## src/hdl/sbrk_pkg.sv

```systemverilog
// Shared types and constants of the saddle block residual kernel.
// No dependencies; sbrk_front, sbrk_back and the top level import this package.
package sbrk_pkg;

  localparam int COL_W       = 12;
  localparam int COL_SPAN    = 1 << COL_W;
  localparam int DATA_W      = 32;
  localparam int FRAC_W      = 16;
  localparam int ACC_W       = 2 * DATA_W - FRAC_W;
  localparam int LANES       = 3;
  localparam int QUEUE_DEPTH = 4;

  localparam logic KIND_ROW    = 1'b0;
  localparam logic KIND_COLUMN = 1'b1;

  typedef enum logic [1:0] {
    OP_ACCUM,
    OP_ROW_END,
    OP_DRAIN
  } op_t;

  typedef struct packed {
    op_t                          op;
    logic                         in_range;
    logic                         stride_three;
    logic                         residual_mode;
    logic [COL_W-1:0]             col;
    logic [LANES-1:0][DATA_W-1:0] coef;
    logic [LANES-1:0][DATA_W-1:0] x1;
    logic [DATA_W-1:0]            x2;
    logic [DATA_W-1:0]            rhs;
  } item_t;

endpackage

```

## src/hdl/sbrk_front.sv

```systemverilog
// Front end: accepts requests, classifies them and holds them in a short queue.
// Depends on sbrk_pkg.
module sbrk_front #(
  parameter int COLUMN_DEPTH = 4096
) (
  input  logic                          clk,
  input  logic                          rst,
  input  logic                          item_valid,
  output logic                          item_stall,
  input  logic                          action,
  input  logic [sbrk_pkg::COL_W-1:0]    col_index,
  input  logic signed [sbrk_pkg::DATA_W-1:0] coef_0,
  input  logic signed [sbrk_pkg::DATA_W-1:0] coef_1,
  input  logic signed [sbrk_pkg::DATA_W-1:0] coef_2,
  input  logic signed [sbrk_pkg::DATA_W-1:0] x1_0,
  input  logic signed [sbrk_pkg::DATA_W-1:0] x1_1,
  input  logic signed [sbrk_pkg::DATA_W-1:0] x1_2,
  input  logic signed [sbrk_pkg::DATA_W-1:0] x2_value,
  input  logic signed [sbrk_pkg::DATA_W-1:0] rhs_value,
  input  logic                          row_last,
  input  logic                          stride_three,
  input  logic                          residual_mode,
  input  logic                          busy,
  output logic                          head_valid,
  output sbrk_pkg::item_t               head_item,
  input  logic                          pop
);
  import sbrk_pkg::*;

  localparam int PtrW = $clog2(QUEUE_DEPTH);
  localparam int CntW = $clog2(QUEUE_DEPTH + 1);

  localparam logic ACTION_NONZERO = 1'b0;
  localparam logic ACTION_DRAIN   = 1'b1;

  function automatic logic [PtrW-1:0] bump(input logic [PtrW-1:0] p);
    return (p == PtrW'(QUEUE_DEPTH - 1)) ? '0 : p + 1'b1;
  endfunction

  item_t           incoming;
  item_t           q [QUEUE_DEPTH];
  logic [PtrW-1:0] wr_ptr;
  logic [PtrW-1:0] rd_ptr;
  logic [CntW-1:0] count;
  logic            push;

  // Classify: decode the operation, check the column range and drop the
  // coefficients that scalar mode leaves unused.
  always_comb begin
    case (action)
      ACTION_DRAIN:   incoming.op = OP_DRAIN;
      ACTION_NONZERO: incoming.op = row_last ? OP_ROW_END : OP_ACCUM;
      default:        incoming.op = OP_ACCUM;
    endcase
    incoming.in_range      = int'(col_index) < COLUMN_DEPTH;
    incoming.stride_three  = stride_three;
    incoming.residual_mode = residual_mode;
    incoming.col           = col_index;
    incoming.coef[0]       = coef_0;
    incoming.coef[1]       = stride_three ? coef_1 : '0;
    incoming.coef[2]       = stride_three ? coef_2 : '0;
    incoming.x1[0]         = x1_0;
    incoming.x1[1]         = x1_1;
    incoming.x1[2]         = x1_2;
    incoming.x2            = x2_value;
    incoming.rhs           = rhs_value;
  end

  assign item_stall = (count == CntW'(QUEUE_DEPTH)) || busy;
  assign push       = item_valid && !item_stall;
  assign head_valid = count != '0;
  assign head_item  = q[rd_ptr];

  always_ff @(posedge clk) begin
    if (rst) begin
      wr_ptr <= '0;
      rd_ptr <= '0;
      count  <= '0;
    end else begin
      if (push) begin
        wr_ptr <= bump(wr_ptr);
      end
      if (pop) begin
        rd_ptr <= bump(rd_ptr);
      end
      if (push && !pop) begin
        count <= count + 1'b1;
      end else if (pop && !push) begin
        count <= count - 1'b1;
      end
    end
  end

  always_ff @(posedge clk) begin
    if (push) begin
      q[wr_ptr] <= incoming;
    end
  end

  a_count_bound: assert property (@(posedge clk) disable iff (rst)
    count <= CntW'(QUEUE_DEPTH))
    else $error("queue count beyond depth");

  a_push_fills: assert property (@(posedge clk) disable iff (rst)
    push |=> head_valid)
    else $error("queue empty after a push");

  a_empty_while_busy: assert property (@(posedge clk) disable iff (rst)
    busy |-> !head_valid)
    else $error("queue holds a request during the clearing pass");

endmodule

```

## config.mk

```make
export PLATFORM = sky130hd
export DESIGN_NAME = sbrk_front
export DESIGN_NICKNAME = d
export VERILOG_FILES = /design/src/hdl/sbrk_pkg.sv /design/src/hdl/sbrk_front.sv
export SDC_FILE = /design/constraint.sdc
export NUM_CORES = 1
export LEC_CHECK = 0
export BUFFER_PORTS_ARGS = -buffer_cell sky130_fd_sc_hd__buf_2
export CAP_MARGIN = 20
export CORE_MARGIN = 2
export CORE_UTILIZATION = 61
export CTS_CLUSTER_SIZE = 14
export DETAILED_ROUTE_END_ITERATION = 10
export PLACE_DENSITY = 0.83
export SETUP_SLACK_MARGIN = 0.02
export SLEW_MARGIN = 0
export SYNTH_ARGS = -nofsm -noshare
export SYNTH_HDL_FRONTEND = slang
export SYNTH_SLANG_ARGS = --single-unit
```

## constraint.sdc

```tcl
create_clock -name clk -period 12.15 [get_ports clk]
set_clock_uncertainty 0.1 [all_clocks]
set_input_delay 0.6075 -clock clk [delete_from_list [all_inputs] [get_ports clk]]
set_output_delay 0.6075 -clock clk [all_outputs]
set_load 0.1 [all_outputs]
```

# == Word level (Yosys, flattened, before mapping) ==
# Memories as Yosys holds them, arrays and structs flattened. A register that Yosys moved wholly into a read port is not among the register bits.
# Index checks and enable logic that the tools add are counted.
# classes
n_eq_ne,3
bitwise,1
add_sub_neg,4
n_mux,12
n_reduce_logical,9
# op_table
cell,count
32-bit 2-to-1 mux,2
2-bit 2-to-1 mux,4
3-bit 2-to-1 mux,2
2-bit by 1-bit adder with 2-bit output (second input constant),2
2-bit == test (second input constant),2
2-bit one-hot mux with 2 select lines,1
3-bit by 1-bit adder with 3-bit output (second input constant),1
3-bit == test (second input constant),1
1-bit logical AND,3
1-bit zero test,3
1-bit 2-to-1 mux,3
3-bit nonzero test,1
3-bit by 1-bit subtractor with 3-bit output (second input constant),1
2-bit nonzero test,1
1-bit logical OR,1
1-bit NOT,1
# word_totals
regBits,7
out_inout_bits,275
ramBits,1088
elab_cells,33
n_memories,1
inputBits,277
# mem_list
memory,depth,word_bits,rd,rd_clocked_by_memory_dff,write_ports,line_no,source
q,4,272,1,1,1,sbrk_front.sv:41,item_t q [QUEUE_DEPTH];

# == Depth between registers and ports, before layout ==
# logic_depth
ltp_word,8
mapped_depth,9
depth_no_buf,8

# == Worst setup path before layout ==
# Ideal clock, no wire load.
# synth_path
path_kind,input to register
from,input item_valid
to,"memory q[0][0] in the netlist's numbering, enable pin"
setup_time_ns,0.670
arrival_time_ns,7.187
path_buffers,0
required_time_ns,11.380
cell_stages,2
path_slack_ns,4.192
path_cell_list,nor2b_1 and3_1
# synth_via
elab_chain_len,3
# synth_lines
element,line_no,source
from (decl),sbrk_front.sv:8,"input logic item_valid,"
1-bit logical AND,sbrk_front.sv:70,assign push = item_valid && !item_stall;
1-bit 2-to-1 mux,sbrk_front.sv:95,if (push) begin
1-bit 2-to-1 mux (implied by the code),sbrk_front.sv:96,q[wr_ptr] <= incoming;
to (decl),sbrk_front.sv:41,
# No other way between the ends.

==> run_results.csv <==
group,metric,value,unit
critical_path,crit_slowest_cell,"dfxtp_4",
cells_and_area,final_area,0.04719,mm2
place,place_area,0.04371,mm2
status,status,"complete, no violations",
yosys,synth_ff_type,"edfxtp_1",
power_and_ir_drop,p_seq_share,48.5,%
die,core_area,0.06470,mm2
route,via_per_inst,6.134,
yosys,avgSynthCellArea,25.94,um2
place,numPortBuffers,550,
clocking,clkLatencyLatePin,0.65,ns
grt,grtUsageTotal,26.44,%
sta,fin_setup_tns,0,ns
critical_path,crit_path_start_kind,"flop",
sta,setup_viol,0,
route,drc_errors,0,
power_and_ir_drop,max-vdd-ir-drop,0.0001693,V
power_and_ir_drop,power_frac_comb,16.2,%
grt,antenna_found_initial,43,
die,initial_core_util,61.90,%
critical_path,path_cells,"buf_4, buf_4, mux4_2, buf_2",
critical_path,cp.arrival,4.42,ns
critical_path,r2r_slack,8.15,ns
power_and_ir_drop,powerDensity,189.2,mW/mm2
critical_path,end_kind,"output pin",
yosys,ys.warnings.count,0,
yosys,synth_top_cell_by_area,"edfxtp_1",
cells_and_area,area_delta_synth_final,17.85,%
route,routed_wirelength,90.70,mm
critical_path,cp_common_cell,"buf_4",
clocking,cts_htree_levels,3,
yosys,yosysUniqueCellTypes,28,
sta,slew_headroom,25.34,%
die,pin_count,552,
clocking,cts_resized,0,
die,core.rowCount,93,
clocking,cts_tree,"yes",
die,dieWidth,260.2,um
yosys,synth_top_cell_area_share,81.58,%
power_and_ir_drop,p_int,0.006365,W
critical_path,cp_max_fo,76,
yosys,synth_enable_flop_cells,1088,
die,die-height,260.2,um
power_and_ir_drop,power.switching,0.002562,W
place,dp_hpwl,51.76,mm
yosys,synthTopCellsByArea,"edfxtp_1 (82%), mux4_2 (15%), and2_1 (1.0%)",
sta,fmax,195.2,MHz
critical_path,critPathRequiredTime,11.44,ns
power_and_ir_drop,p_clk_share,35.2,%
critical_path,crit_type,"reg2out",
power_and_ir_drop,power.leakage,15.72,nW
yosys,netlist_area,0.04005,mm2
sta,tightest_slew,1.120,ns
power_and_ir_drop,netSwitchingFraction,28.70,%
sta,hold_violations,0,
hold_path,hp-class,"in2reg",
place,place_congestion,0.7748,
clocking,cts_sinks,1097,
power_and_ir_drop,total_power,0.008928,W
route,drtIter0Drc,2030,
critical_path,path_buf_inv,3,
sta,rsz0062_at_grt,"false",
cells_and_area,num-nets-final,2439,
clocking,hold_buffers,0,
yosys,seq_area_frac_synth,82.03,%
route,drt_first_pass_iters,7,
clocking,cts_buffers,104,
cells_and_area,drive_gt1_share,44.54,%
clocking,cts_max_path_buffers,3,
grt,grt_max_degree,115,
route,ant_nets,0,
sta,finalCritPeriodShare,42.17,%
grt,gr-total-overflow,0,
sta,period_needed,5.124,ns
yosys,async_reset_ff_share,0,%
die,dieArea,0.06772,mm2
yosys,synthesis.nets,1828,
yosys,postSynthCellCount,1544,
grt,grt_first_pass_wirelength,129.5,mm
clocking,cts_root_buf,"clkbuf_16",
route,wl_per_cell,28.98,um
route,dr_total_vias,19199,
run,drv_cap,0,
sta,slew_viol_final,0,
critical_path,slowest_delay,0.96,ns
yosys,synth-seq-cells,1097,
clocking,clk_pin_slew,0.06,ns
critical_path,cp_top_family,"buffers and inverters",
grt,grt_pass1_vias,19949,
clocking,post_cts_buffers,0,
==> sequential cells by signal, summed over array words and instances, names as in the netlist, named ones only <==
name,cells
q,1088
wr_ptr,2
count,3
rd_ptr,2
==> worst reg2reg max path, stage by stage, from the launching register on <==
cell	delay, ns
dfxtp_1	0.42
or3b_1	0.33
and3_4	0.43
buf_16	0.34
buf_4	0.90
buf_4	0.95
==> layout by cell type, fill, tap and decap left out, types with 2 or more instances in the layout <==
cell and count:
mux4_2 272, buf_2 550, inv_6 2, buf_4 22, edfxtp_1 1088, inv_1 4
mux2i_1 2, a21oi_1 3, clkbuf_16 107, clkinvlp_4 7, xor2_1 2, and2_1 65
bufinv_16 7, clkbuf_1 21, nand3_1 2, nor2b_1 2, nor2_1 4, dfxtp_4 2
ha_1 6, clkinv_1 27, dfxtp_1 7, buf_16 2, clkbuf_8 4, diode_2 32
and3_4 4, or3_1 2, clkinv_8 2, clkinv_2 15
==> logic make-up after synthesis <==
group	Yosys count	share of synthesized area, %
xor+xnor	2	0.04375
flops	1097	82.03
other cells	1	0.009364
buf+inv	74	0.9717
simple gates	83	1.272
compound gates	6	0.08747
mux	274	15.35
fa+ha+maj	7	0.2374
==> cell usage after synthesis, types with 2 or more instances <==
library cell,count
inv_1,4
buf_1,16
nor2_1,4
buf_2,32
mux2i_1,2
a21oi_1,3
or3_1,2
edfxtp_1,1088
and3_1,4
ha_1,6
nor2b_1,2
mux4_2,272
dfxtp_1,9
and2_1,65
clkbuf_1,12
xor2_1,2
buf_6,9
nand3_1,2
==> per-layer routing <==
layer  wire [um]  track usage [%]
met2       47590            45.05
met1       30850            32.05
met5         253                0
met3        9306            8.830
met4        2696            8.889
==> path summary, 6_finish.rpt <==
path / start / end / depth (start not counted)
setup / recovery: flop / head_item[227] / 4
hold reg to reg: count[2] / count[2] / 2
setup reg to reg: count[0] / q[1][145] / 5
hold / removal: col_index[10] / q[3][266] / 1
==> power groups by stage <==
stage / combinational (W) / clock, W / sequential [W]
final: 0.00145 / 0.00315 / 0.00433
after global routing: 0.00149 / 0.00331 / 0.00434
after CTS: 0.00145 / 0.00318 / 0.00433
after detailed placement: 0.00144 / 0 / 0.00441
after global placement: 0.00142 / 0 / 0.00440
after floorplan: 0.00118 / 0 / 0.00442
==> through the flow <==
stage                     std cells  hold slack, ns  worst slack [ns]  util, %
after floorplan                1544          0.3609             4.192        -
after global placement         2902          0.3728             7.415    67.56
after detailed placement       2902          0.4191             7.384    67.56
after CTS                      3096         0.02186             6.944    72.74
after global routing           3115         0.04295             6.835    72.89
final                          3130         0.06605             7.026    72.95
==> area by class of cell <==
type	count	area, um2
Antenna cell	32	80.08
Clock buffer	132	2811
Clock inverter	62	539.3
Fill cell	3501	17500
Inverter	4	15.01
Multi-Input combinational cell	373	6827
Sequential cell	1097	32860
Tap cell	855	1070
Timing Repair Buffer	575	2993
(Power assumes the default switching activity.)
